**src/rtl/core/conv2d_pkg.sv**
```systemverilog
`default_nettype none
// ----------------------------------------------------------------------------
// conv2d_pkg
// Shared widths, register indexes and types of the 3x3 zero-padded
// convolution block.
// ----------------------------------------------------------------------------
package conv2d_pkg;

  // build-time defaults and fixed geometry
  localparam int DEF_MAX_WIDTH = 1024;
  localparam int KERNEL_SIZE   = 3;
  localparam int MAX_HEIGHT    = 4096;

  // field widths
  localparam int PIXEL_W      = 8;
  localparam int COEF_W       = 8;
  localparam int KROW_W       = KERNEL_SIZE * COEF_W;
  localparam int WIDTH_REG_W  = 11;
  localparam int HEIGHT_REG_W = 13;
  localparam int CFG_DATA_W   = 24;
  localparam int CFG_IDX_W    = 3;
  localparam int ROW_W        = 13;                  // input row runs to height+1
  localparam int OUT_ROW_W    = $clog2(MAX_HEIGHT);  // result row stays below height
  localparam int PROD_W       = COEF_W + PIXEL_W + 1;
  localparam int RESULT_W     = 20;
  localparam int LINE_W       = 2 * PIXEL_W;

  // register reset values
  localparam int WIDTH_RESET  = 1024;
  localparam int HEIGHT_RESET = 1024;

  // register indexes
  localparam logic [CFG_IDX_W-1:0] REG_IMAGE_WIDTH   = 3'd0;
  localparam logic [CFG_IDX_W-1:0] REG_IMAGE_HEIGHT  = 3'd1;
  localparam logic [CFG_IDX_W-1:0] REG_KERNEL_TOP    = 3'd2;
  localparam logic [CFG_IDX_W-1:0] REG_KERNEL_MIDDLE = 3'd3;
  localparam logic [CFG_IDX_W-1:0] REG_KERNEL_BOTTOM = 3'd4;

  // item opcode for a frame pixel
  localparam logic OP_PIXEL = 1'b0;

  // per-item control carried from the sequencer to the datapath
  typedef struct packed {
    logic               emit;
    logic               last;
    logic               top_ok;
    logic               bot_ok;
    logic               left_ok;
    logic               right_ok;
    logic [PIXEL_W-1:0] px;
  } conv2d_tag_t;

  // kernel rows, row 0 on top, left coefficient in the low byte
  typedef logic [KERNEL_SIZE-1:0][KROW_W-1:0] kernel_t;

endpackage
`default_nettype wire

```
**src/rtl/core/conv2d_mac.sv**
```systemverilog
`default_nettype none
// ----------------------------------------------------------------------------
// conv2d_mac
// 3x3 window shift register, nine masked coefficient products, adder tree
// and the result register.
// ----------------------------------------------------------------------------
module conv2d_mac import conv2d_pkg::*; (
  input  wire logic               clk,
  input  wire logic               rst_n,
  input  wire logic               adv,
  input  wire logic               s1_valid,
  input  wire conv2d_tag_t        s1_tag,
  input  wire logic [LINE_W-1:0]  line_data,
  input  wire kernel_t            kernel,
  output logic                    out_valid,
  output logic [RESULT_W-1:0]     out_conv_value,
  output logic                    out_last
);

  typedef logic [KERNEL_SIZE-1:0][KERNEL_SIZE-1:0][PIXEL_W-1:0] window_t;
  typedef logic [KERNEL_SIZE-1:0][KERNEL_SIZE-1:0][PROD_W-1:0]  prod_t;

  window_t               win_r, win_nxt;
  prod_t                 prod_r, prod_nxt;
  logic                  p_valid_r;
  logic                  p_last_r;
  logic                  out_valid_r;
  logic [RESULT_W-1:0]   out_value_r;
  logic                  out_last_r;
  logic [RESULT_W-1:0]   sum;

  // window shift: new right column comes from the line store and the pixel
  always_comb begin
    for (int r = 0; r < KERNEL_SIZE; r++) begin
      for (int c = 0; c < KERNEL_SIZE - 1; c++) begin
        win_nxt[r][c] = win_r[r][c+1];
      end
    end
    win_nxt[0][KERNEL_SIZE-1] = line_data[LINE_W-1:PIXEL_W];
    win_nxt[1][KERNEL_SIZE-1] = line_data[PIXEL_W-1:0];
    win_nxt[2][KERNEL_SIZE-1] = s1_tag.px;
  end

  // products, neighbors outside the frame forced to zero
  always_comb begin
    logic               row_ok;
    logic               col_ok;
    logic [PIXEL_W-1:0] pix;
    logic [COEF_W-1:0]  cf;
    for (int r = 0; r < KERNEL_SIZE; r++) begin
      for (int c = 0; c < KERNEL_SIZE; c++) begin
        row_ok = (r == 0) ? s1_tag.top_ok  : (r == KERNEL_SIZE - 1) ? s1_tag.bot_ok   : 1'b1;
        col_ok = (c == 0) ? s1_tag.left_ok : (c == KERNEL_SIZE - 1) ? s1_tag.right_ok : 1'b1;
        pix    = (row_ok && col_ok) ? win_nxt[r][c] : '0;
        cf     = kernel[r][c*COEF_W +: COEF_W];
        prod_nxt[r][c] = {{(PROD_W-COEF_W){cf[COEF_W-1]}}, cf}
                       * {{(PROD_W-PIXEL_W){1'b0}}, pix};
      end
    end
  end

  // adder tree over the registered products
  always_comb begin
    sum = '0;
    for (int r = 0; r < KERNEL_SIZE; r++) begin
      for (int c = 0; c < KERNEL_SIZE; c++) begin
        sum = sum + {{(RESULT_W-PROD_W){prod_r[r][c][PROD_W-1]}}, prod_r[r][c]};
      end
    end
  end

  // window and stage valids
  always_ff @(posedge clk) begin
    if (!rst_n) begin
      win_r       <= '0;
      p_valid_r   <= 1'b0;
      out_valid_r <= 1'b0;
    end else if (adv) begin
      if (s1_valid) begin
        win_r <= win_nxt;
      end
      p_valid_r   <= s1_valid && s1_tag.emit;
      out_valid_r <= p_valid_r;
    end
  end

  // payload registers
  always_ff @(posedge clk) begin
    if (adv) begin
      prod_r      <= prod_nxt;
      p_last_r    <= s1_tag.last;
      out_value_r <= sum;
      out_last_r  <= p_last_r;
    end
  end

  assign out_valid      = out_valid_r;
  assign out_conv_value = out_value_r;
  assign out_last       = out_last_r;

  a_result_from_product: assert property (@(posedge clk) disable iff (!rst_n)
    $rose(out_valid_r) |-> $past(p_valid_r) && $past(adv))
    else $error("result raised without a product stage entry");

endmodule
`default_nettype wire

```
**config.mk**
```make
export PLATFORM = sky130hd
export DESIGN_NAME = conv2d_mac
export DESIGN_NICKNAME = d
export VERILOG_FILES = /design/src/rtl/core/conv2d_pkg.sv /design/src/rtl/core/conv2d_mac.sv
export SDC_FILE = /design/constraint.sdc
export NUM_CORES = 2
export LEC_CHECK = 0
export BUFFER_PORTS_ARGS = -buffer_cell sky130_fd_sc_hd__buf_2
export CELL_PAD_IN_SITES_DETAIL_PLACEMENT = 0
export CELL_PAD_IN_SITES_GLOBAL_PLACEMENT = 2
export CORE_UTILIZATION = 38
export CTS_CLUSTER_DIAMETER = 100
export DETAILED_ROUTE_END_ITERATION = 16
export GPL_ROUTABILITY_DRIVEN = 1
export PLACE_DENSITY = 0.79
export SYNTH_ARGS = -nofsm -noshare
export SYNTH_HDL_FRONTEND = slang
export SYNTH_SLANG_ARGS = --single-unit
```
**constraint.sdc**
```tcl
create_clock -name clk -period 5.6 [get_ports clk]
set_input_delay 1.4 -clock clk [delete_from_list [all_inputs] [get_ports clk]]
set_output_delay 1.4 -clock clk [all_outputs]
set_load 0.005 [all_outputs]
```
==> run_results.csv <==
group,metric,value,unit
detailed_routing,drt-met1-wl,35400,um
yosys,yosysWarningCount,0,
timing,fmax,0.185,GHz
detailed_routing,top_layer,"met4",
timing,setup_viol,0,
yosys,synth-xor-area-share,3.17,%
yosys,synth_edf_count,175,
detailed_routing,drt_wl_total,81500,um
setup_path,critPathMaxFanout,29,
yosys,yosys_register_bits,225,
yosys,synth_fa_ha_area_share,45.4,%
clock_network,clk_pin_slew,60,ps
yosys,synth_top_family_by_area,"adder cells",
setup_path,r2r_cells,14,
yosys,yosysSeqAreaShare,20.0,%
yosys,ys_top_cells_by_area,"fa_1 (29%), edfxtp_1 (17%), ha_1 (16%)",
yosys,synthTopCellsByCount,"inv_1 (716), fa_1 (454), ha_1 (407), and3_1 (314), nand2_1 (224)",
min_path,min_from,"p_last_r",
yosys,yosysMostFrequentCell,"inv_1",
clock_network,numCtsBuffers,31,
timing,period_minus_slack,5400,ps
grt,grt_pass1_wl,133000,um
clock_network,h-tree-depth,1,
run_status,status,"complete, no violations",
yosys,synth-compound-area-share,7.44,%
yosys,mappedNetlistArea,31200,um^2
grt,antenna_found_initial,0,
min_path,hold_path.class,"reg2reg",
floorplan,design.die.area,83300,um^2
run,maxCapViolCount,0,
timing,hold_viol_final,0,
grt,grt_pass1_vias,24618,
placed_design,placed_cells,4518,
timing,skew,21.8,ps
clock_network,insertion_delay,600,ps
finish,area_growth,14.3,%
yosys,yosys.area_share.simple,14.0,%
detailed_routing,drt_iter0_markers,1065,
grt,grt_remaining_overflow,0,
detailed_routing,num_vias,22911,
setup_path,required,5950,ps
clock_network,cts_tree,"yes",
yosys,avgSynthCellArea,9.74,um^2
finish,instances_no_fill,4575,
clock_network,cts_root_buf,"clkbuf_16",
yosys,syn_inst,3203,
yosys,synth_top_area_share,29.1,%
yosys,yosysTopAreaCell,"fa_1",
timing,final_max_slew_viol_count,0,
yosys,syn_nets,4170,
setup_path,reg2reg_slack,670,ps
floorplan,core-area,80900,um^2
placed_design,hpwlAfterDp,67300,um
pwr,power.density,412,nW/um^2
placed_design,dpl_cell_area,34600,um^2
timing,slew_headroom,24.7,%
yosys,synthMuxAreaShare,0.100,%
grt,globalRouteTotalUtil,20.2,%
finish,final_area,35700,um^2
placed_design,gp_congestion,0.897,
finish,fin_nets,4458,
pwr,leakage,0.0188,uW
floorplan,rows,104,
timing,period_share,96.5,%
yosys,synth_async_sr_flop_share,0,%
floorplan,io_pins,128,
pwr,max-vdd-ir-drop,0.000870,V
floorplan,die_w,289,um
finish,drive_gt1_share,12.1,%
setup_path,cp-end-kind,"flip-flop",
clock_network,cts.sinks,225,
floorplan,die_h,289,um
placed_design,io_buffer_count,127,
clock_network,cts_buffer_depth,3,
min_path,min_to,"out_last",
yosys,synth.distinct_cells,64,
min_path,hold_depth,0,
yosys,ys.flop_type,"edfxtp_1",
detailed_routing,wire_per_inst,17.8,um
setup_path,worstSetupStartpointType,"primary input",
detailed_routing,post_drt_via_cell_ratio,5.01,
timing,tightestPinTransition,1130,ps
detailed_routing,drt_pass1_iterations,5,
setup_path,timing.rr.start,"win_nxt[36]",
finish,final_core_util,44.1,%
detailed_routing,drcViolationCount,0,
detailed_routing,dr_wl_met3,2820,um
detailed_routing,postRouteAntennaNets,0,
clock_network,post_cts_buffers,0,
setup_path,reg2reg_to,"prod_r[83]",
floorplan,initial_core_util,38.6,%
grt,grt_max_degree,143,
setup_path,path_class,"in2reg",
detailed_routing,met2_length,41500,um
setup_path,arrival,5750,ps
finish,num_antenna_cells,0,
-- report_power, final --
group	internal, uW	leakage (uW)	switching [uW]
combinational	4160	0.0162	5780
sequential	2590	0.00214	193
clock	1110	0.000485	841
-- how the worst max path moves through the flow --
| stage | endpoint | slack (ps) | depth (start not counted) | start |
|---|---|---|---|---|
| after floorplan | prod_r[50] | -30 | 18 | s1_tag[11] |
| after global routing | prod_r[16] | -70 | 21 | s1_tag[9] |
| final | prod_r[16] | 200 | 21 | s1_tag[9] |
| after CTS | prod_r[32] | 60 | 19 | s1_tag[11] |
| after detailed placement | prod_r[32] | -530 | 19 | s1_tag[11] |
| after global placement | prod_r[152] | -480 | 18 | s1_tag[8] |
-- layout by cell type, fill, tap and decap left out, types with 106 or more instances in the layout --
| cell type | count |
|---|---|
| buf_2 | 122 |
| and3_1 | 314 |
| nand2_1 | 223 |
| buf_4 | 217 |
| nand3_1 | 139 |
| inv_1 | 716 |
| a21oi_1 | 106 |
| edfxtp_1 | 175 |
| fa_1 | 454 |
| ha_1 | 407 |
-- timing repair --
| action | in CTS | in global routing |
|---|---|---|
| endpoints found under the setup margin | 0 | 19 |
| resized for setup | 0 | 23 |
| hold buffers | 0 | 0 |
-- metrics by stage --
step	total power (uW)	TNS [ps]	hold slack, ps	setup slack [ps]
5_1_grt	16100	-69.1	441	-67.4
3_3_place_gp	12600	-16760	417	-483
6_report	14700	0	442	199
2_1_floorplan	9820	-26.3	400	-26.3
3_5_place_dp	12700	-18640	413	-527
4_1_cts	14700	0	440	63.4
-- critical path, stage by stage --
cell and delay [ps]:
clkbuf_4 180, and2_1 210, buf_12 160, buf_4 170
and3_1 190, ha_1 310, fa_1 460, ha_1 290
inv_1 50, fa_1 430, inv_1 70, ha_1 160
inv_1 70, fa_1 440, nor2b_1 170, o31ai_1 110
a31oi_1 220, nor2_2 90, o31ai_2 310, xnor2_1 130
buf_4 140
-- kinds of logic after synthesis --
kind of cell | Yosys count
and+or+nand+nor | 839
xor gates and xnor gates | 113
muxes | 3
DFF | 225
AOI/OAI and AO/OA | 347
buffers and inverters | 815
adders and majority gates | 861
-- registers in the layout, indices dropped and copies added (netlist names) --
| name | count |
|---|---|
| out_last | 1 |
| p_valid_r | 1 |
| prod_r | 153 |
| out_valid | 1 |
| win_nxt | 48 |
| out_conv_value | 20 |
| p_last_r | 1 |
-- area by class of cell --
class                           count  area [um^2]
Timing Repair Buffer              354         2460
Multi-Input combinational cell   2163        21900
Sequential cell                   225         6260
Inverter                          716         2690
Tap cell                         1060         1330
Clock buffer                       37          818
Clock inverter                     20          191
Fill cell                        7830        45300
-- layer usage --
layer | up-vias | global-route usage [%]
li1 | 10962 | -
met1 | 11422 | 25.8
met2 | 432 | 36.8
met3 | 95 | 1.90
met4 | 0 | 4.58
met5 | - | 0
No activity file was read; power rests on OpenSTA's default activity.
