===== src/rtl/core/conv2d_pkg.sv =====
`default_nettype none
// ----------------------------------------------------------------------------
// conv2d_pkg
// Shared widths, register indexes and types of the 3x3 zero-padded
// convolution block.
// ----------------------------------------------------------------------------
package conv2d_pkg;

  // build-time defaults and fixed geometry
  localparam int DEF_MAX_WIDTH = 1024;
  localparam int KERNEL_SIZE   = 3;
  localparam int MAX_HEIGHT    = 4096;

  // field widths
  localparam int PIXEL_W      = 8;
  localparam int COEF_W       = 8;
  localparam int KROW_W       = KERNEL_SIZE * COEF_W;
  localparam int WIDTH_REG_W  = 11;
  localparam int HEIGHT_REG_W = 13;
  localparam int CFG_DATA_W   = 24;
  localparam int CFG_IDX_W    = 3;
  localparam int ROW_W        = 13;                  // input row runs to height+1
  localparam int OUT_ROW_W    = $clog2(MAX_HEIGHT);  // result row stays below height
  localparam int PROD_W       = COEF_W + PIXEL_W + 1;
  localparam int RESULT_W     = 20;
  localparam int LINE_W       = 2 * PIXEL_W;

  // register reset values
  localparam int WIDTH_RESET  = 1024;
  localparam int HEIGHT_RESET = 1024;

  // register indexes
  localparam logic [CFG_IDX_W-1:0] REG_IMAGE_WIDTH   = 3'd0;
  localparam logic [CFG_IDX_W-1:0] REG_IMAGE_HEIGHT  = 3'd1;
  localparam logic [CFG_IDX_W-1:0] REG_KERNEL_TOP    = 3'd2;
  localparam logic [CFG_IDX_W-1:0] REG_KERNEL_MIDDLE = 3'd3;
  localparam logic [CFG_IDX_W-1:0] REG_KERNEL_BOTTOM = 3'd4;

  // item opcode for a frame pixel
  localparam logic OP_PIXEL = 1'b0;

  // per-item control carried from the sequencer to the datapath
  typedef struct packed {
    logic               emit;
    logic               last;
    logic               top_ok;
    logic               bot_ok;
    logic               left_ok;
    logic               right_ok;
    logic [PIXEL_W-1:0] px;
  } conv2d_tag_t;

  // kernel rows, row 0 on top, left coefficient in the low byte
  typedef logic [KERNEL_SIZE-1:0][KROW_W-1:0] kernel_t;

endpackage
`default_nettype wire


===== src/rtl/core/conv2d_seq.sv =====
`default_nettype none
// ----------------------------------------------------------------------------
// conv2d_seq
// Configuration registers and frame position counters. Tags each accepted
// item with its pixel, result flag and edge masks, and issues the line
// store read for its column.
// ----------------------------------------------------------------------------
module conv2d_seq import conv2d_pkg::*; #(
  parameter  int MAX_WIDTH = DEF_MAX_WIDTH,
  localparam int COL_W     = $clog2(MAX_WIDTH)
) (
  input  wire logic                  clk,
  input  wire logic                  rst_n,
  input  wire logic                  cfg_we,
  input  wire logic [CFG_IDX_W-1:0]  cfg_index,
  input  wire logic [CFG_DATA_W-1:0] cfg_wdata,
  input  wire logic                  in_accept,
  input  wire logic                  in_opcode,
  input  wire logic [PIXEL_W-1:0]    in_pixel,
  input  wire logic                  adv,
  output logic                       rd_en,
  output logic [COL_W-1:0]           rd_addr,
  output logic                       s1_valid,
  output logic [COL_W-1:0]           s1_addr,
  output conv2d_tag_t                s1_tag,
  output kernel_t                    kernel
);

  localparam int RstWidth = (WIDTH_RESET > MAX_WIDTH) ? MAX_WIDTH : WIDTH_RESET;

  logic [COL_W-1:0]     w_last_r, w_last_nxt;
  logic [OUT_ROW_W-1:0] h_last_r, h_last_nxt;
  kernel_t              kernel_r, kernel_nxt;
  logic [COL_W-1:0]     in_col_r, in_col_nxt;
  logic [ROW_W-1:0]     in_row_r, in_row_nxt;
  logic [COL_W-1:0]     out_col_r, out_col_nxt;
  logic [OUT_ROW_W-1:0] out_row_r, out_row_nxt;
  logic                 s1_valid_r;
  logic [COL_W-1:0]     s1_addr_r;
  conv2d_tag_t          s1_tag_r;
  conv2d_tag_t          tag;
  logic                 in_frame;
  logic [WIDTH_REG_W-1:0]  wv;
  logic [HEIGHT_REG_W-1:0] hv;

  // configuration writes, width and height clamped into range on the way in
  always_comb begin
    w_last_nxt = w_last_r;
    h_last_nxt = h_last_r;
    kernel_nxt = kernel_r;
    wv         = cfg_wdata[WIDTH_REG_W-1:0];
    hv         = cfg_wdata[HEIGHT_REG_W-1:0];
    if (cfg_we) begin
      case (cfg_index)
        REG_IMAGE_WIDTH: begin
          if (wv == '0) begin
            w_last_nxt = '0;
          end else if (32'(wv) >= 32'(MAX_WIDTH)) begin
            w_last_nxt = COL_W'(MAX_WIDTH - 1);
          end else begin
            w_last_nxt = COL_W'(wv - 1'b1);
          end
        end
        REG_IMAGE_HEIGHT: begin
          if (hv == '0) begin
            h_last_nxt = '0;
          end else if (32'(hv) >= 32'(MAX_HEIGHT)) begin
            h_last_nxt = OUT_ROW_W'(MAX_HEIGHT - 1);
          end else begin
            h_last_nxt = OUT_ROW_W'(hv - 1'b1);
          end
        end
        REG_KERNEL_TOP:    kernel_nxt[0] = cfg_wdata[KROW_W-1:0];
        REG_KERNEL_MIDDLE: kernel_nxt[1] = cfg_wdata[KROW_W-1:0];
        REG_KERNEL_BOTTOM: kernel_nxt[2] = cfg_wdata[KROW_W-1:0];
        default: ;
      endcase
    end
  end

  // item tag: result position trails the input position by one row and one column
  always_comb begin
    in_frame     = in_row_r <= {1'b0, h_last_r};
    tag.px       = (in_opcode == OP_PIXEL && in_frame) ? in_pixel : '0;
    tag.emit     = (in_row_r >= ROW_W'(2)) || (in_row_r == ROW_W'(1) && in_col_r != '0);
    tag.last     = tag.emit && out_row_r == h_last_r && out_col_r == w_last_r;
    tag.top_ok   = out_row_r != '0;
    tag.bot_ok   = out_row_r != h_last_r;
    tag.left_ok  = out_col_r != '0;
    tag.right_ok = out_col_r != w_last_r;
  end

  // position counters
  always_comb begin
    in_col_nxt  = in_col_r;
    in_row_nxt  = in_row_r;
    out_col_nxt = out_col_r;
    out_row_nxt = out_row_r;
    if (in_accept) begin
      if (tag.last) begin
        in_col_nxt  = '0;
        in_row_nxt  = '0;
        out_col_nxt = '0;
        out_row_nxt = '0;
      end else begin
        if (in_col_r == w_last_r) begin
          in_col_nxt = '0;
          in_row_nxt = in_row_r + ROW_W'(1);
        end else begin
          in_col_nxt = in_col_r + COL_W'(1);
        end
        if (tag.emit) begin
          if (out_col_r == w_last_r) begin
            out_col_nxt = '0;
            out_row_nxt = out_row_r + OUT_ROW_W'(1);
          end else begin
            out_col_nxt = out_col_r + COL_W'(1);
          end
        end
      end
    end
    // a new width or height starts a new frame
    if (cfg_we && (cfg_index == REG_IMAGE_WIDTH || cfg_index == REG_IMAGE_HEIGHT)) begin
      in_col_nxt  = '0;
      in_row_nxt  = '0;
      out_col_nxt = '0;
      out_row_nxt = '0;
    end
  end

  // control registers
  always_ff @(posedge clk) begin
    if (!rst_n) begin
      w_last_r   <= COL_W'(RstWidth - 1);
      h_last_r   <= OUT_ROW_W'(HEIGHT_RESET - 1);
      kernel_r   <= '0;
      in_col_r   <= '0;
      in_row_r   <= '0;
      out_col_r  <= '0;
      out_row_r  <= '0;
      s1_valid_r <= 1'b0;
    end else begin
      w_last_r  <= w_last_nxt;
      h_last_r  <= h_last_nxt;
      kernel_r  <= kernel_nxt;
      in_col_r  <= in_col_nxt;
      in_row_r  <= in_row_nxt;
      out_col_r <= out_col_nxt;
      out_row_r <= out_row_nxt;
      if (adv) begin
        s1_valid_r <= in_accept;
      end
    end
  end

  // stage-one payload
  always_ff @(posedge clk) begin
    if (in_accept) begin
      s1_tag_r  <= tag;
      s1_addr_r <= in_col_r;
    end
  end

  assign rd_en    = in_accept;
  assign rd_addr  = in_col_r;
  assign s1_valid = s1_valid_r;
  assign s1_addr  = s1_addr_r;
  assign s1_tag   = s1_tag_r;
  assign kernel   = kernel_r;

  // the final result of a frame puts the input position back to the frame start
  a_last_restarts: assert property (@(posedge clk) disable iff (!rst_n)
    in_accept && tag.last |=> in_col_r == '0 && in_row_r == '0 && out_row_r == '0)
    else $error("counters not restarted after final result");

  // the result position never runs past the configured frame
  a_out_in_frame: assert property (@(posedge clk) disable iff (!rst_n)
    out_col_r <= w_last_r && out_row_r <= h_last_r && in_col_r <= w_last_r)
    else $error("position counter outside frame");

endmodule
`default_nettype wire


===== config.mk =====
export PLATFORM = sky130hd
export DESIGN_NAME = conv2d_seq
export DESIGN_NICKNAME = d
export VERILOG_FILES = /design/src/rtl/core/conv2d_pkg.sv /design/src/rtl/core/conv2d_seq.sv
export SDC_FILE = /design/constraint.sdc
export NUM_CORES = 1
export LEC_CHECK = 0
export ABC_AREA = 0
export BUFFER_PORTS_ARGS = -buffer_cell sky130_fd_sc_hd__buf_2
export CORE_MARGIN = 5
export CORE_UTILIZATION = 59
export CTS_CLUSTER_SIZE = 8
export DETAILED_ROUTE_END_ITERATION = 7
export GPL_TIMING_DRIVEN = 0
export MAX_ROUTING_LAYER = met4
export PLACE_DENSITY = 0.82
export SLEW_MARGIN = 20
export SYNTH_ARGS = -nofsm -noshare
export SYNTH_HDL_FRONTEND = slang
export SYNTH_SLANG_ARGS = --single-unit

===== constraint.sdc =====
create_clock -name clk -period 5.2 [get_ports clk]
set_clock_uncertainty 0.05 [all_clocks]
set_input_delay 1.04 -clock clk [delete_from_list [all_inputs] [get_ports clk]]
set_output_delay 1.04 -clock clk [all_outputs]
set_load 0.005 [all_outputs]

==> results of run 1 <==
[routing by layer]
layer	routed length, um	share of wire	vias to the layer above
met1	7830	0.42	2892
met3	1470	0.080	34
li1	-	-	3126
met2	8770	0.48	192
met5	0	0	-
met4	381	0.021	0
[report_power, final]
part | internal [uW] | switching, uW | leakage (uW)
registers | 1310 | 17.7 | 0.00137
clock network | 696 | 485 | 0.000272
logic | 65.8 | 102 | 0.00216
[worst max path at each step]
stage	startpoint	endpoint	slack, ns
floorplan	cfg_wdata[2]	h_last_r[8]	2.52
detailed placement	in_accept	in_row_r[11]	2.02
CTS	in_accept	rd_en	2.29
global route	in_accept	rd_en	2.26
finish	in_accept	rd_en	2.32
global placement	in_accept	in_row_r[9]	2.01
[cells by family (layout without fill, tap and decap cells)]
family / Yosys count / after routing
buffers and inverters: 73 / 249
flip-flops: 164 / 164
AO/OA/AOI/OAI: 118 / 118
AND/OR/NAND/NOR: 375 / 375
multiplexers: 2 / 2
XOR/XNOR: 80 / 80
adder cells (fa/ha/maj): 22 / 22
[flip-flops by register name, indices dropped and copies added, names as in the netlist]
signal     cells
h_last_r      12
in_row_r      13
kernel        72
out_col_r     10
out_row_r     12
rd_addr       10
s1_addr       10
s1_tag        14
s1_valid       1
w_last_r      10
[Yosys cell counts, types with 9 or more instances]
master / count / area, sq um
a21boi_0: 72 / 541
and2_1: 9 / 56.3
and3_1: 13 / 81.3
clkbuf_1: 39 / 146
dfxtp_1: 140 / 2800
edfxtp_1: 24 / 721
ha_1: 22 / 275
inv_1: 27 / 101
nand2_1: 186 / 698
nand3_1: 34 / 170
nand4_1: 24 / 150
nor2_1: 59 / 221
nor3_1: 9 / 45.0
nor4_1: 11 / 68.8
o21ai_0: 20 / 100
xnor2_1: 11 / 96.3
xor2_1: 69 / 604
[critical path, delay by kind of cell]
kind / cells / cell delay (ns)
buffers and inverters: 3 / 0.75
[layout make-up]
class	count	share of cell area
flip-flops and latches	164	0.397
plain buffers	46	0.0207
well taps	168	0.0237
inverters	27	0.0114
repair buffers	145	0.0817
multi-input cells	597	0.403
clock inverters	8	0.00859
clock buffers	23	0.0539
[stage by stage]
step / hold slack (ns) / cells / worst slack, ns
finish: 0.399 / 1178 / 2.32
global route: 0.428 / 1178 / 2.26
CTS: 0.399 / 1178 / 2.29
detailed placement: 0.385 / 1147 / 2.02
global placement: 0.384 / 1147 / 2.01
floorplan: 0.402 / 834 / 2.52
==> flow_metrics.tcl, run 1 <==
set metrics [dict create \
    synth_fa_ha_area_frac 0.0372 \
    startpoint_type "primary input" \
    drv_cap 0 \
    grt_pass1_wl_um 29700 \
    seq_area_frac_synth 0.477 \
    clockRootBuffer "clkbuf_16" \
    cts.clk_slew.worst_paths_ns 0.06 \
    period_minus_slack_ns 2.88 \
    p_leak_uw 0.00381 \
    dieArea_sq_um 14900 \
    total_power_uw 2680 \
    die_w_um 122 \
    required_ns 4.11 \
    final_core_util 0.730 \
    slew_headroom 0.538 \
    via_count 6244 \
    clkSinkCount 164 \
    busiest_layer "met2" \
    gr-usage-met1 0.298 \
    path_class "in -> out" \
    reg2reg_depth 7 \
    synthSimpleGateAreaFrac 0.238 \
    rsz0062_at_grt "false" \
    post_cts_resized 0 \
    hold_buffers 0 \
    rows 40 \
    ys_ff_latch 164 \
    finalHoldViolations 0 \
    min_path_type "reg -> reg" \
    mostFrequentLayoutCell "nand2_1" \
    syn_area_sq_um 7390 \
    synth_top_family_by_area "simple AND/OR/NAND/NOR gates" \
    synth_area_per_cell_sq_um 8.86 \
    slowest_delay_ns 0.45 \
    gp_congestion 0.914 \
    synth_xor_area_frac 0.0948 \
    final_cell_mix "nand2_1 (186), buf_2 (151), dfxtp_1 (140)" \
    routed_wl_um 18500 \
    cp_cell_sequence "buf_2, buf_4, buf_2" \
    gr-usage-met2 0.426 \
    use_met3 0.0812 \
    crit_slowest_cell "buf_2" \
    dr.pass1.iters 4 \
    final_antenna_net_count 0 \
    grt_usage 0.258 \
    antenna_found_initial 0 \
    regToRegSetupSlack_ns 2.58 \
    ios 149 \
    holdPathEnd "s1_addr[5]" \
    fmax_mhz 347 \
    rr_startpoint "h_last_r[10]" \
    grt_max_degree 27 \
    final_area_sq_um 8880 \
    powerDensity_nw_per_um2 302 \
    synth_cell_types 49 \
    whs_path_depth 0 \
    htree_levels 4 \
    multi_input_area_sq_um 3580 \
    die_h_um 122 \
    drive_gt1_frac 0.187 \
    async_flop_share 0 \
    core_sq_um 12200 \
    synth_cells 834 \
    tns_ns 0 \
    finalSetupViolations 0 \
    synth_edf_count 24 \
    insertedDiodeCount 0 \
    arrival_ns 1.79 \
    synth-compound-area-share 0.112 \
    period_share 0.554 \
    clk_latency_ns 0.42 \
    port_buffers 145 \
    status "finished, final reports clean" \
    endpoint_kind "output port" \
    cp_common_cell "buf_2" \
    yosys-mux-area-fraction 0.00271 \
    ys.flop_type "dfxtp_1" \
    overflow 0 \
    cts_buffer_depth 2 \
    path_max_fanout 26 \
    place_area_sq_um 8330 \
    synth_nets 897 \
    yosysWarnings 0 \
    fill_cells 978 \
    finalNetCount 1061 \
    drc_errors 0 \
    drtIter0Drc 310 \
    vdd_drop_max_v 0.000273 \
    min-delay-start "rd_addr[5]" \
    areaGrowthSynthToFinish_pct 20.2 \
    dp_hpwl_um 13700 \
    avgRoutedWirePerCell_um 15.7 \
    cts.repair_timing.setup_buffer_count 0 \
    ff_latch_area_sq_um 3520 \
    cts_tree "built" \
    first_global_vias 6247 \
    finalMaxSlewViolations 0 \
    vias_per_cell 5.30 \
    start_util 0.608 \
    tightest_slew_ns 0.685 \
    r2r_end "s1_tag[7]" \
    numCtsBuffers 17 \
]
Power figures use the tool's default switching activity.
==> run 2, diff against run 1 <==
--- a/config.mk
+++ b/config.mk
@@ -5,15 +5,15 @@
 export SDC_FILE = /design/constraint.sdc
 export NUM_CORES = 1
 export LEC_CHECK = 0
-export ABC_AREA = 0
+export ABC_AREA = 1
 export BUFFER_PORTS_ARGS = -buffer_cell sky130_fd_sc_hd__buf_2
 export CORE_MARGIN = 5
-export CORE_UTILIZATION = 59
+export CORE_UTILIZATION = 50
 export CTS_CLUSTER_SIZE = 8
 export DETAILED_ROUTE_END_ITERATION = 7
 export GPL_TIMING_DRIVEN = 0
 export MAX_ROUTING_LAYER = met4
-export PLACE_DENSITY = 0.82
+export PLACE_DENSITY = 0.73
 export SLEW_MARGIN = 20
 export SYNTH_ARGS = -nofsm -noshare
 export SYNTH_HDL_FRONTEND = slang
==> constraint.sdc (replaced) <==
create_clock -name clk -period 2.35 [get_ports clk]
set_clock_uncertainty 0.05 [all_clocks]
set_input_delay 0.47 -clock clk [delete_from_list [all_inputs] [get_ports clk]]
set_output_delay 0.47 -clock clk [all_outputs]
set_load 0.005 [all_outputs]
==> run 2 against run 1 <==
Register-to-register slack lost 2.4 ns. Worst setup slack lost 2.1 ns. First-iteration DRC count grew 56%. Critical path depth grew 8. Combinational power grew 150%. Worst hold slack lost 0.21 ns. Sequential share of layout area shrank 1.6 points. Flip-flop and latch count is the same. Global-route usage shrank 1.8 points. Non-clock buffer count shrank 1. Clock-buffer cell count shrank 3.
==> flow_metrics.tcl, run 2 <==
set metrics [dict create \
    slew_headroom 0.614 \
    drc_errors 0 \
    power.internal_uw 4630 \
    powerDensity_nw_per_um2 660 \
    synth.largest_area_cell "dfxtp_1" \
    fmax_mhz 468 \
    hold_slack_ns 0.192 \
    status "finished, final reports clean" \
    dr.pass1.iters 7 \
    power.share.switching 0.242 \
    final_cell_mix "nand2_1 (173), buf_2 (155), dfxtp_1 (139)" \
    total_power_uw 6110 \
    areaGrowthSynthToFinish_pct 20.4 \
    via_count 7162 \
    period_share 0.909 \
    yosysWarnings 0 \
    synth_top_area_share 0.365 \
    start_util 0.507 \
    synth_edf_count 24 \
    final_antenna_net_count 0 \
    synth_cells 1010 \
    synth_area_per_cell_sq_um 7.61 \
    vdd_drop_max_v 0.000421 \
    seq_area_frac_synth 0.458 \
    post_cts_resized 0 \
    yosysMostFrequentCell "nand2_1" \
    finalHoldViolations 0 \
    cts_tree "built" \
    path_class "reg -> reg" \
    first_global_vias 6875 \
    ys_ff_latch 164 \
    htree_levels 4 \
    antenna_found_initial 1 \
    final_core_util 0.611 \
    grt_usage 0.240 \
    die_w_um 134 \
    period_minus_slack_ns 2.14 \
    cts.clk_slew.worst_paths_ns 0.06 \
    p_leak_uw 0.00421 \
    tightest_slew_ns 0.579 \
    endpoint_kind "register" \
    cts.repair_timing.setup_buffer_count 0 \
    synth_nets 1073 \
    numCtsBuffers 17 \
    hold_buffers 0 \
    clk_latency_ns 0.42 \
    finalNetCount 1240 \
    vias_per_cell 5.19 \
    dp_hpwl_um 15700 \
    drive_gt1_frac 0.185 \
    overflow 0 \
    port_buffers 148 \
    arrival_ns 2.43 \
    netlist_top_cells_area "dfxtp_1 (36%), edfxtp_1 (9.4%), nand2_1 (8.5%)" \
    avgRoutedWirePerCell_um 14.9 \
    synth_top_cells_by_count "nand2_1 (173), dfxtp_1 (140), nor2_1 (122), inv_1 (112), a21oi_1 (95)" \
    switchingPower_uw 1470 \
    mostFrequentLayoutCell "nand2_1" \
    grt_pass1_wl_um 34000 \
    rows 45 \
    regToRegSetupSlack_ns 0.21 \
    ys.flop_type "dfxtp_1" \
    dieArea_sq_um 17900 \
    combPwrFrac 0.068 \
    finalSetupViolations 0 \
    largest_register_ffs 72 \
    min_path_type "in -> reg" \
    finalMaxSlewViolations 0 \
    synth_cell_types 41 \
    rsz0062_at_grt "false" \
    startpoint_type "register" \
    clkSinkCount 164 \
    cts_buffer_depth 2 \
    grt_max_degree 28 \
    drv_cap 0 \
    path_max_fanout 8 \
    required_ns 2.64 \
    clockRootBuffer "clkbuf_16" \
    die_h_um 134 \
    ios 149 \
    routed_wl_um 20600 \
    drtIter0Drc 484 \
    async_flop_share 0 \
    p_seq_frac 0.486 \
    pwr-share-clk 0.446 \
    gp_congestion 0.882 \
    syn_area_sq_um 7680 \
    core_sq_um 15100 \
]
## run 2: cell count changes in the layout (fill, tap and decap cells not counted), moves of 12 or more
cell,change
a21oi_1,+88
inv_1,+85
o21ai_0,+73
a21boi_0,-72
nor2_1,+63
xor2_1,-37
clkbuf_1,-15
nor3_1,+15
inv_2,+13
nand2_1,-13
and3_1,-12
## run 2: critical path: stages, from the launching register on
cell and delay, ns:
dfxtp_2 0.40, inv_1 0.12, ha_1 0.22, nor3_1 0.12, nand3_1 0.09, nor2_1 0.19
nand2_2 0.13, nand2_4 0.12, inv_2 0.11, nand2_2 0.13, nand2_2 0.15, nor3b_1 0.22
## run 2: area by class of cell
| cell class | instances | area, sq um |
|---|---|---|
| timing repair buffer | 148 | 741 |
| clock buffer | 20 | 467 |
| fill | 1362 | 5890 |
| buffer | 42 | 193 |
| antenna | 1 | 2.50 |
| inverter | 128 | 480 |
| clock inverter | 12 | 120 |
| multi-input combinational | 676 | 3490 |
| tap | 188 | 235 |
| sequential | 164 | 3520 |
## run 2: routing by layer
metal  vias to the layer above  global-route usage  share of wire
met5                         -                   -              0
met4                         0              0.0737          0.019
met3                        30              0.0593          0.076
met2                       260               0.370           0.44
met1                      3237               0.313           0.46
li1                       3635                   -              -
## run 2: worst paths after layout
check / start / to / depth (start not counted)
hold reg to reg: kernel[36] / kernel[36] / 2
setup / recovery: in_row_r[0] / out_col_r[4] / 11
setup reg to reg: in_row_r[0] / out_col_r[4] / 11
hold / removal: adv / s1_valid / 2
## run 2: stage by stage
step	setup WS, ns	setup TNS, ns	instance area, sq um	cells
after floorplan	0.498	0	7680	1010
after global placement	0.00236	0	8660	1346
after detailed placement	-0.0410	-0.0410	8660	1346
after CTS	0.133	0	9250	1378
after global routing	0.0376	0	9250	1379
final	0.215	0	9250	1379
## run 2: cells by family (layout without fill, tap and decap cells)
group / count (synthesis) / count (layout) / synth area share
AND/OR/NAND/NOR: 400 / 400 / 0.224
adder cells (fa/ha/maj): 22 / 22 / 0.0358
flip-flops: 164 / 164 / 0.458
buffers and inverters: 170 / 350 / 0.0876
AO/OA/AOI/OAI: 211 / 211 / 0.145
other: 0 / 1 / 0
XOR/XNOR: 43 / 43 / 0.0490
## run 2: power groups by stage
stage / clock network [uW] / logic [uW] / registers, uW
final: 2720 / 413 / 2970
after global routing: 2890 / 466 / 2980
after CTS: 2750 / 413 / 2970
after detailed placement: 0 / 411 / 3030
after global placement: 0 / 406 / 3030
after floorplan: 0 / 209 / 3030
==> run 3, diff against run 2 <==
--- a/config.mk
+++ b/config.mk
@@ -14,6 +14,7 @@
 export GPL_TIMING_DRIVEN = 0
 export MAX_ROUTING_LAYER = met4
 export PLACE_DENSITY = 0.73
+export RECOVER_POWER = 100
 export SLEW_MARGIN = 20
 export SYNTH_ARGS = -nofsm -noshare
 export SYNTH_HDL_FRONTEND = slang
==> run 3 against run 2 <==
Critical path depth rose by 1. Flip-flop and latch count is the same. Sequential share of layout area rose by 0.44 points. Highest routed layer unchanged. Power fell by 0.25%. Largest cell class unchanged. Register-to-register slack about the same.
==> flow_metrics.tcl, run 3 (synthesis gave the netlist of run 2 again) <==
set metrics [dict create \
    largest_register_ffs 72 \
    routed_wl_um 20500 \
    arrival_ns 2.45 \
    rsz0062_at_grt "false" \
    path_class "reg -> reg" \
    crit_slowest_cell "nor2_1" \
    htree_levels 4 \
    status "finished, final reports clean" \
    vias_per_cell 5.21 \
    setup_slack_ns 0.213 \
    use_met3 0.0593 \
    vdd_drop_max_v 0.000415 \
    start_util 0.507 \
    cts_tree "built" \
    drtIter0Drc 498 \
    endpoint_kind "register" \
    die_w_um 134 \
    gr-usage-met2 0.370 \
    startpoint_type "register" \
    grt_max_degree 28 \
    combPwrFrac 0.066 \
    p_leak_uw 0.00392 \
    ios 149 \
    power.share.switching 0.242 \
    cts.clk_slew.worst_paths_ns 0.06 \
    gp_congestion 0.882 \
    pre_cts_ws_ns -0.0410 \
    post_cts_resized 0 \
    dieArea_sq_um 17900 \
    finalMaxSlewViolations 0 \
    cts.repair_timing.setup_buffer_count 0 \
    busiest_layer "met2" \
    slew_headroom 0.608 \
    first_global_vias 6875 \
    dp_hpwl_um 15700 \
    mostFrequentLayoutCell "nand2_1" \
    cp_num_buf_inv 3 \
    numCtsBuffers 17 \
    min_path_type "in -> reg" \
    dr.pass1.iters 5 \
    hold_buffers 0 \
    gr-usage-met1 0.313 \
    fill_cells 1410 \
    rows 45 \
    period_share 0.909 \
    final_area_sq_um 9150 \
    final_cell_mix "nand2_1 (173), dfxtp_1 (139), nor2_1 (125)" \
    avgRoutedWirePerCell_um 14.9 \
    switchingPower_uw 1470 \
    slowest_delay_ns 0.43 \
    place_area_sq_um 8660 \
    reg2reg_depth 12 \
    finalNetCount 1240 \
    clockRootBuffer "clkbuf_16" \
    drv_cap 0 \
    powerDensity_nw_per_um2 666 \
    final_antenna_net_count 0 \
    cp_cell_sequence "inv_1, nand2_1, nand2_1, nor2_1, nand3_1, nor2_1, inv_1, nor2_8, nand2_1, nand2_1, o211ai_1, inv_1" \
    antenna_found_initial 1 \
    whs_path_depth 2 \
    areaGrowthSynthToFinish_pct 19.0 \
    via_count 7189 \
    grt_pass1_wl_um 34000 \
    path_max_fanout 9 \
    grt_usage 0.240 \
    finalHoldViolations 0 \
    cp_num_cells 12 \
    drc_errors 0 \
    clk_latency_ns 0.42 \
    tightest_slew_ns 0.586 \
    drive_gt1_frac 0.120 \
    port_buffers 148 \
    overflow 0 \
    power.internal_uw 4620 \
    core_sq_um 15100 \
    clkSinkCount 164 \
    cts_buffer_depth 2 \
    p_seq_frac 0.488 \
    pwr-share-clk 0.446 \
    cp_common_cell "nand2_1" \
    required_ns 2.67 \
    path_delay_family "simple AND/OR/NAND/NOR gates" \
    fmax_mhz 468 \
    finalSetupViolations 0 \
    period_minus_slack_ns 2.14 \
    die_h_um 134 \
]
## run 3: cell types whose count changed in the layout (fill, tap and decap cells not counted)
cell      before  now
nor2_2         3    1
nor2_1       122  125
clkbuf_1      28   99
clkbuf_4       0    1
buf_1          2    3
inv_2         13   12
buf_2        155   83
inv_1        112  113
o21ai_2        1    0
buf_4          3    2
nor2_4         1    0
o21ai_0       93   94
## run 3: metrics by stage
stage	cells	power [uW]	TNS, ns	hold WS (ns)	utilization
final	1379	6090	0	0.192	0.604
after global routing	1379	6320	0	0.183	0.604
after CTS	1378	6130	0	0.181	0.611
after detailed placement	1346	3440	-0.0410	0.384	0.572
after global placement	1346	3430	0	0.380	0.572
after floorplan	1010	3240	0	0.390	-
## run 3: worst reg2reg max path, cell delays in order, from the launching register on
cell and delay [ns]:
dfxtp_1 0.42, inv_1 0.08, nand2_1 0.06, nand2_1 0.05, nor2_1 0.13, nand3_1 0.09
nor2_1 0.43, inv_1 0.23, nor2_8 0.22, nand2_1 0.11, nand2_1 0.07, o211ai_1 0.08
inv_1 0.07
## run 3: cell type report
class / count / area, sq um / share of cell area
inverters: 128 / 480 / 0.0525
multi-input cells: 676 / 3470 / 0.380
well taps: 188 / 235 / 0.0257
repair buffers: 148 / 652 / 0.0713
diodes: 1 / 2.50 / 0.000274
plain buffers: 42 / 191 / 0.0209
clock inverters: 12 / 120 / 0.0131
flip-flops and latches: 164 / 3520 / 0.385
clock buffers: 20 / 467 / 0.0510
## run 3: routing by layer
metal  routed length, um  vias to the layer above  share of wire
li1                    -                     3634              -
met1                9380                     3262           0.46
met2                9080                      260           0.44
met3                1640                       33          0.080
met4                 427                        0          0.021
met5                   0                        -              0
## run 3: final timing paths
path               start            to  slack [ns]
max reg2reg  w_last_r[5]  out_row_r[0]        0.21
min                  adv      s1_valid        0.19
max          w_last_r[5]  out_row_r[0]        0.21
min reg2reg   kernel[36]    kernel[36]        0.40
## run 3: power by group through the flow
stage	registers (uW)	clock network [uW]	logic, uW
floorplan	3030	0	209
global placement	3030	0	406
detailed placement	3030	0	411
CTS	2970	2750	413
global route	2980	2890	453
finish	2970	2720	401
